**config.mk**
```make
export PLATFORM = sky130hd
export DESIGN_NAME = signed_nonrestoring_divider
export DESIGN_NICKNAME = d
export VERILOG_FILES = /design/src/design/snrd_pkg.sv /design/src/design/snrd_cell.sv /design/src/design/signed_nonrestoring_divider.sv
export SDC_FILE = /design/constraint.sdc
export NUM_CORES = 1
export LEC_CHECK = 0
export ABC_CLOCK_PERIOD_IN_PS = 4300
export BUFFER_PORTS_ARGS = -buffer_cell sky130_fd_sc_hd__buf_2
export CAP_MARGIN = 10
export CORE_UTILIZATION = 60
export CTS_CLUSTER_SIZE = 25
export DETAILED_ROUTE_END_ITERATION = 10
export PLACE_DENSITY = 0.81
export SYNTH_ARGS = -nofsm -noshare
export SYNTH_HDL_FRONTEND = slang
export SYNTH_SLANG_ARGS = --single-unit
```
**constraint.sdc**
```tcl
create_clock -name clk -period 4.3 [get_ports clk]
set_clock_uncertainty 0.15 [all_clocks]
set_input_delay 0.645 -clock clk [delete_from_list [all_inputs] [get_ports clk]]
set_output_delay 0.645 -clock clk [all_outputs]
set_load 0.02 [all_outputs]
```
**src/design/snrd_pkg.sv**
```systemverilog
// ----------------------------------------------------------------------------
// snrd_pkg: shared types for the signed non-restoring divider
// Holds the sequencer state encoding and the control bundle that drives the
// row of quotient cells.
// ----------------------------------------------------------------------------
package snrd_pkg;

  // sequencer states, one-hot
  typedef enum logic [2:0] {
    ST_IDLE = 3'b001,
    ST_RUN  = 3'b010,
    ST_FIX  = 3'b100
  } state_t;

  // control bundle broadcast to every cell of the row
  typedef struct packed {
    logic load;   // capture dividend magnitude bit
    logic shift;  // take neighbor's bit, one quotient step
  } cell_ctl_t;

endpackage

```
**src/design/snrd_cell.sv**
```systemverilog
// ----------------------------------------------------------------------------
// snrd_cell: one bit slice of the dividend / quotient shift row
// Loads one dividend magnitude bit, then on every quotient step takes the bit
// of its lower neighbor; the lowest cell takes the new quotient bit.
// ----------------------------------------------------------------------------
module snrd_cell (
  input  logic                  clk,
  input  snrd_pkg::cell_ctl_t   ctl,
  input  logic                  load_bit,
  input  logic                  shift_in,
  output logic                  bit_out
);
  import snrd_pkg::*;

  logic bit_r;
  logic bit_nxt;

  // load wins over shift; otherwise hold
  always_comb begin
    bit_nxt = bit_r;
    if (ctl.load) begin
      bit_nxt = load_bit;
    end else if (ctl.shift) begin
      bit_nxt = shift_in;
    end
  end

  always_ff @(posedge clk) begin
    bit_r <= bit_nxt;
  end

  assign bit_out = bit_r;

endmodule

```
**src/design/signed_nonrestoring_divider.sv**
```systemverilog
// ----------------------------------------------------------------------------
// signed_nonrestoring_divider: signed divide with sign-magnitude answer
// Converts both operands to magnitudes, runs non-restoring division one
// quotient bit per cycle through a row of shift cells, then corrects the
// remainder. Zero divisor raises divide_by_zero with all other fields zero.
//
//   channel   ports                                   handshake
//   -------   -------------------------------------   -----------------------
//   input     in_dividend, in_divisor                 start & !busy
//   result    out_quotient_magnitude,                 out_valid, one cycle
//             out_quotient_negative,
//             out_remainder_magnitude,
//             out_divide_by_zero
//
// A request runs from accept through the quotient steps in ST_RUN, each one
// through the shared add/subtract of the partial remainder, then through the
// remainder correction in ST_FIX and the output register to the result
// strobe. busy is low again in the strobe cycle, so the next request may be
// accepted then. Reset is synchronous, active low, and returns the sequencer
// to idle. The receiver cannot stall results.
// ----------------------------------------------------------------------------
module signed_nonrestoring_divider #(
  parameter int WORD_BITS = 16
) (
  input  logic                        clk,
  input  logic                        rst_n,
  input  logic                        start,
  output logic                        busy,
  input  logic signed [WORD_BITS-1:0] in_dividend,
  input  logic signed [WORD_BITS-1:0] in_divisor,
  output logic                        out_valid,
  output logic        [WORD_BITS-2:0] out_quotient_magnitude,
  output logic                        out_quotient_negative,
  output logic        [WORD_BITS-2:0] out_remainder_magnitude,
  output logic                        out_divide_by_zero
);
  import snrd_pkg::*;

  localparam int CNT_W = $clog2(WORD_BITS + 1);
  localparam int REM_W = WORD_BITS + 2;

  state_t               state_r, state_nxt;
  logic [CNT_W-1:0]     cnt_r, cnt_nxt;
  logic [REM_W-1:0]     rem_r, rem_nxt;
  logic [WORD_BITS-1:0] dsr_r;
  logic                 neg_r, zero_dvd_r, dz_r;
  logic                 out_valid_r;
  logic [WORD_BITS-2:0] out_quo_r, out_rem_r;
  logic                 out_neg_r, out_dz_r;

  logic                 accept;
  logic [WORD_BITS-1:0] dvd_raw, dsr_raw, dvd_mag, dsr_mag;
  logic [WORD_BITS-1:0] quo_bits;
  logic [REM_W-1:0]     dsr_ext, rem_sh, rem_step, rem_fix;
  logic                 q_bit;
  logic [WORD_BITS-2:0] quo_sat;
  cell_ctl_t            cell_ctl;

  assign accept = start && (state_r == ST_IDLE);
  assign busy   = (state_r != ST_IDLE);

  // operand magnitudes; most negative value stays as an unsigned magnitude
  assign dvd_raw = in_dividend;
  assign dsr_raw = in_divisor;
  assign dvd_mag = dvd_raw[WORD_BITS-1] ? (~dvd_raw + 1'b1) : dvd_raw;
  assign dsr_mag = dsr_raw[WORD_BITS-1] ? (~dsr_raw + 1'b1) : dsr_raw;

  // row of quotient cells
  assign cell_ctl.load  = accept;
  assign cell_ctl.shift = (state_r == ST_RUN);

  for (genvar i = 0; i < WORD_BITS; i++) begin : g_cell
    snrd_cell u_cell (
      .clk      (clk),
      .ctl      (cell_ctl),
      .load_bit (dvd_mag[i]),
      .shift_in ((i == 0) ? q_bit : quo_bits[(i == 0) ? 0 : i-1]),
      .bit_out  (quo_bits[i])
    );
  end

  // one non-restoring step: add when negative, subtract otherwise
  assign dsr_ext  = {2'b00, dsr_r};
  assign rem_sh   = {rem_r[REM_W-2:0], quo_bits[WORD_BITS-1]};
  assign rem_step = rem_r[REM_W-1] ? (rem_sh + dsr_ext) : (rem_sh - dsr_ext);
  assign q_bit    = ~rem_step[REM_W-1];

  // final remainder correction and quotient saturation
  assign rem_fix = rem_r[REM_W-1] ? (rem_r + dsr_ext) : rem_r;
  assign quo_sat = quo_bits[WORD_BITS-1] ? '1 : quo_bits[WORD_BITS-2:0];

  // sequencer next state
  always_comb begin
    state_nxt = state_r;
    cnt_nxt   = cnt_r;
    rem_nxt   = rem_r;
    case (state_r)
      ST_IDLE: begin
        if (start) begin
          state_nxt = ST_RUN;
          cnt_nxt   = CNT_W'(WORD_BITS);
          rem_nxt   = '0;
        end
      end
      ST_RUN: begin
        rem_nxt = rem_step;
        cnt_nxt = cnt_r - 1'b1;
        if (cnt_r == CNT_W'(1)) begin
          state_nxt = ST_FIX;
        end
      end
      ST_FIX: begin
        state_nxt = ST_IDLE;
      end
      default: begin
        state_nxt = ST_IDLE;
      end
    endcase
  end

  // control registers
  always_ff @(posedge clk) begin
    if (!rst_n) begin
      state_r     <= ST_IDLE;
      out_valid_r <= 1'b0;
    end else begin
      state_r     <= state_nxt;
      out_valid_r <= (state_r == ST_FIX);
    end
  end

  // datapath registers
  always_ff @(posedge clk) begin
    cnt_r <= cnt_nxt;
    rem_r <= rem_nxt;
    if (accept) begin
      dsr_r      <= dsr_mag;
      neg_r      <= dvd_raw[WORD_BITS-1] ^ dsr_raw[WORD_BITS-1];
      zero_dvd_r <= (dvd_mag == '0);
      dz_r       <= (dsr_mag == '0);
    end
    if (state_r == ST_FIX) begin
      out_quo_r <= (dz_r || zero_dvd_r) ? '0 : quo_sat;
      out_neg_r <= (dz_r || zero_dvd_r) ? 1'b0 : neg_r;
      out_rem_r <= (dz_r || zero_dvd_r) ? '0 : rem_fix[WORD_BITS-2:0];
      out_dz_r  <= dz_r;
    end
  end

  assign out_valid               = out_valid_r;
  assign out_quotient_magnitude  = out_quo_r;
  assign out_quotient_negative   = out_neg_r;
  assign out_remainder_magnitude = out_rem_r;
  assign out_divide_by_zero      = out_dz_r;

endmodule

```
==> results.tsv <==
stage	metric	value	unit
clock_tree	CTS tree	built	
final_layout	final instance area	6933	sq um
placed_design	Placer Congestion	0.9258	
clock_tree	Num CTS Buffers	9	
worst_setup_path	slowest stage cell on the critical path	edfxtp_1	
drt	final wirelength	14.35	mm
worst_hold_path	Hold/Removal Path Class	in -> reg	
worst_setup_path	Critical Path Source	dsr_r[4]$_DFFE_PP_	
die	Horiz. Die Dim	104.4	microns
drt	drt first pass iters	5	
placed_design	DP HPWL	10.65	mm
sta	Final min period	3.878	ns
run_status	status	finished clean	
synth	YS warnings	0	
worst_setup_path	crit path capture	g_cell[0].u_cell.bit_out$_DFFE_PP_	
placed_design	dpl ws	0.3816	ns
worst_setup_path	Critical Path Source Type	flip-flop	
sta	RSZ-0062 raised after global routing	no	
worst_setup_path	Critical R2R Launch	dsr_r[4]$_DFFE_PP_	
global_routing	first-pass GRT wire length	23.81	mm
final_layout	ant diodes	0	
worst_setup_path	FF-to-FF setup slack	0.42	ns
synth	most area-hungry cell type in the Yosys netlist	edfxtp_1	
worst_setup_path	CP arrival	3.86	ns
sta	Setup-failing EPs final	0	
worst_setup_path	Worst path top cell family by delay	simple AND/OR/NAND/NOR gates	
clock_tree	clk_lat worst skew	0.38	ns
synth	most common cell in the synthesized netlist	nor2_1	
final_layout	share of layout cells above drive strength 1	0.1594	
worst_setup_path	crit path capture type	flip-flop	
clock_tree	Clock Pin Slew Worst Setup and Hold Paths	0.10	ns
die	# rows	37	
global_routing	antenna violations before repair	0	
pwr	Net Sw Frac	0.3303	
sta	Max Clk Rate	257.9	MHz
worst_setup_path	WP data required	4.28	ns
job	maxcap violations	0	
die	die height	104.4	microns
final_layout	Layout Nets	783	
synth	number of cells produced by synthesis	651	
pwr	internal power	1.554	mW
global_routing	Total GRT Usage	0.2718	
drt	DR vias	5166	
clock_tree	H-Tree Level Count	3	
clock_tree	clk sinks	94	
drt	Post-DRT Antenna Nets	0	
synth	Netlist cell types	61	
worst_setup_path	Crit Path Max Fanout	5	
worst_setup_path	WS Path Type	reg -> reg	
die	core area	10230	sq um
pwr	leakage	2.696	nW
final_layout	Final Non-Filler Cells	851	
clock_tree	clock buffer depth	2	
clock_tree	post_cts resized	0	
drt	via/cell ratio	6.071	
pwr	Max IR drop VDD	0.1724	mV
worst_setup_path	FF-to-FF End	g_cell[0].u_cell.bit_out$_DFFE_PP_	
synth	main area contributors after synthesis	edfxtp_1 (43%), ha_1 (7.2%), nor2_1 (6.4%)	
synth	flops & latches, synth	94	
sta	fin worst setup slack	0.4222	ns
global_routing	GRT overflow	0	
final_layout	fin util	0.6776	
clock_tree	clk root buf	clkbuf_8	
global_routing	largest net degree at the start of global routing	33	
worst_setup_path	critical path cell sequence	or3_1 > or3_1 > nor2_1 > nor2_1 > xor2_1 > ha_1 > a21oi_1 > o21ai_0 > a311oi_1 > nor2_1 > or3_1 > xnor2_1 > o21ai_0	
clock_tree	postcts setup bufs	0	
pwr	total power	2.321	mW
placed_design	PortBufs	68	
sta	Hold Slack	0.3322	ns
synth	post-synth top area share	0.4293	
global_routing	vias in the first global route	5130	
synth	Post-synth top cells	nor2_1 (107), edfxtp_1 (90), a21oi_1 (46), o21ai_0 (46), ha_1 (36)	
pwr	clock share of power	0.233	
synth	mapped cell area	6296	sq um
pwr	Comb pwr share	0.281	
sta	fin crit share	0.9018	
synth	register area share after synthesis	0.4420	
die	Initial Util	0.6154	
pwr	Switch Pwr	766.7	uW
die	area of the die	10910	sq um
clock_tree	hold buffers post-CTS	0	
placed_design	Placed Area	6761	sq um
sta	setup TNS	0	ns
final_layout	Layout area overhead	10.12	%
sta	Hold Fails Final Rpt	0	
worst_setup_path	instance count on the critical path	13	
synth	Post-synth top flop	edfxtp_1	
worst_setup_path	reg2reg path depth	13	
sta	max_slew headroom	0.5402	
sta	worst-margin pin slew	0.6872	ns
sta	Final Slew Violations	0	
drt	residual DRC count	0	
pwr	Pwr Density	334.8	nW/um^2
drt	Detailed Route Iter0 Violations	227	
worst_setup_path	crit-path max cell delay	0.45	ns
worst_setup_path	CP Buf/Inv Count	0	
die	Ports	69	
placed_design	placed insts	835	
synth	Post-synth EDFFs	90	
synth	Async S/R FF share, synth	0	
synth	syn_nets	724	
synth	Syn Area/Cell	9.671	sq um
pwr	part of the power in registers	0.486	
drt	Avg WL per Cell	16.86	microns
==> logic make-up (layout without fill, tap and decap cells) <==
| logic type | after synthesis | in the layout | synth area share |
|---|---|---|---|
| muxes | 11 | 11 | 0.01828 |
| AOI/OAI and AO/OA | 164 | 164 | 0.1620 |
| adders and majority gates | 38 | 38 | 0.07790 |
| xor gates and xnor gates | 62 | 62 | 0.08625 |
| DFF | 94 | 94 | 0.4420 |
| buffers and inverters | 46 | 110 | 0.02941 |
| and+or+nand+nor | 236 | 236 | 0.1842 |
==> registers in the layout, summed over array words and instances, names as in the netlist <==
signal and flops:
rem_r 18, dsr_r 16, g_cell.u_cell.bit_out 16, out_quotient_magnitude 15, out_remainder_magnitude 15, cnt_r 5, state_r 3, dz_r 1
neg_r 1, out_divide_by_zero 1, out_quotient_negative 1, out_valid 1, zero_dvd_r 1
==> worst min-delay path by stage <==
| stage | slack (ns) | cells after the start | endpoint | startpoint |
|---|---|---|---|---|
| after floorplan | 0.31 | 0 | out_divide_by_zero$_DFFE_PP_ | dz_r$_DFFE_PP_ |
| after global placement | 0.39 | 0 | out_divide_by_zero$_DFFE_PP_ | dz_r$_DFFE_PP_ |
| after detailed placement | 0.38 | 0 | out_divide_by_zero$_DFFE_PP_ | dz_r$_DFFE_PP_ |
| after CTS | 0.32 | 1 | dsr_r[0]$_DFFE_PP_ | in_divisor[0] |
| after global routing | 0.34 | 1 | dsr_r[0]$_DFFE_PP_ | in_divisor[0] |
| final | 0.33 | 1 | dsr_r[0]$_DFFE_PP_ | in_divisor[0] |
==> metal layers <==
metal | part of all wire | vias up | global-route usage
met3 | 0.059 | 29 | 0.04699
met2 | 0.50 | 186 | 0.4740
met4 | 0.024 | 0 | 0.1204
met1 | 0.42 | 2453 | 0.3281
met5 | 0 | - | 0
li1 | - | 2498 | -
==> cell usage in the layout, fill, tap and decap left out, types with 9 or more instances in the layout <==
cell and instances:
nor2_1 106, edfxtp_1 90, buf_2 68, o21ai_0 46
a21oi_1 45, ha_1 36, xnor2_1 33, nand2_1 32
xor2_1 29, inv_1 19, nand3_1 17, nor3_1 13
a21o_1 12, or3_1 11, o21a_1 9, clkbuf_8 9
==> final cells by class <==
cell class,instances,area (sq um)
clock buffers,10,127.6
clock inverters,6,37.54
fillers,824,3298
inverters,19,71.32
multi-input cells,511,3351
flip-flops and latches,94,2783
well taps,136,170.2
repair buffers,75,392.9
==> worst register-to-register path, stage by stage, from the launching register on <==
cell and delay (ns):
edfxtp_1 0.45, or3_1 0.42, or3_1 0.42, nor2_1 0.11
nor2_1 0.05, xor2_1 0.15, ha_1 0.35, a21oi_1 0.24
o21ai_0 0.15, a311oi_1 0.36, nor2_1 0.08, or3_1 0.38
xnor2_1 0.21, o21ai_0 0.11
==> power groups by stage <==
stage / Combinational [mW] / Sequential [mW] / Clock, mW
after floorplan: 0.500 / 1.12 / 0
after detailed placement: 0.637 / 1.15 / 0
after global placement: 0.613 / 1.14 / 0
after global routing: 0.720 / 1.13 / 0.573
after CTS: 0.641 / 1.13 / 0.541
final: 0.652 / 1.13 / 0.541
Power figures use the tool's default switching activity.
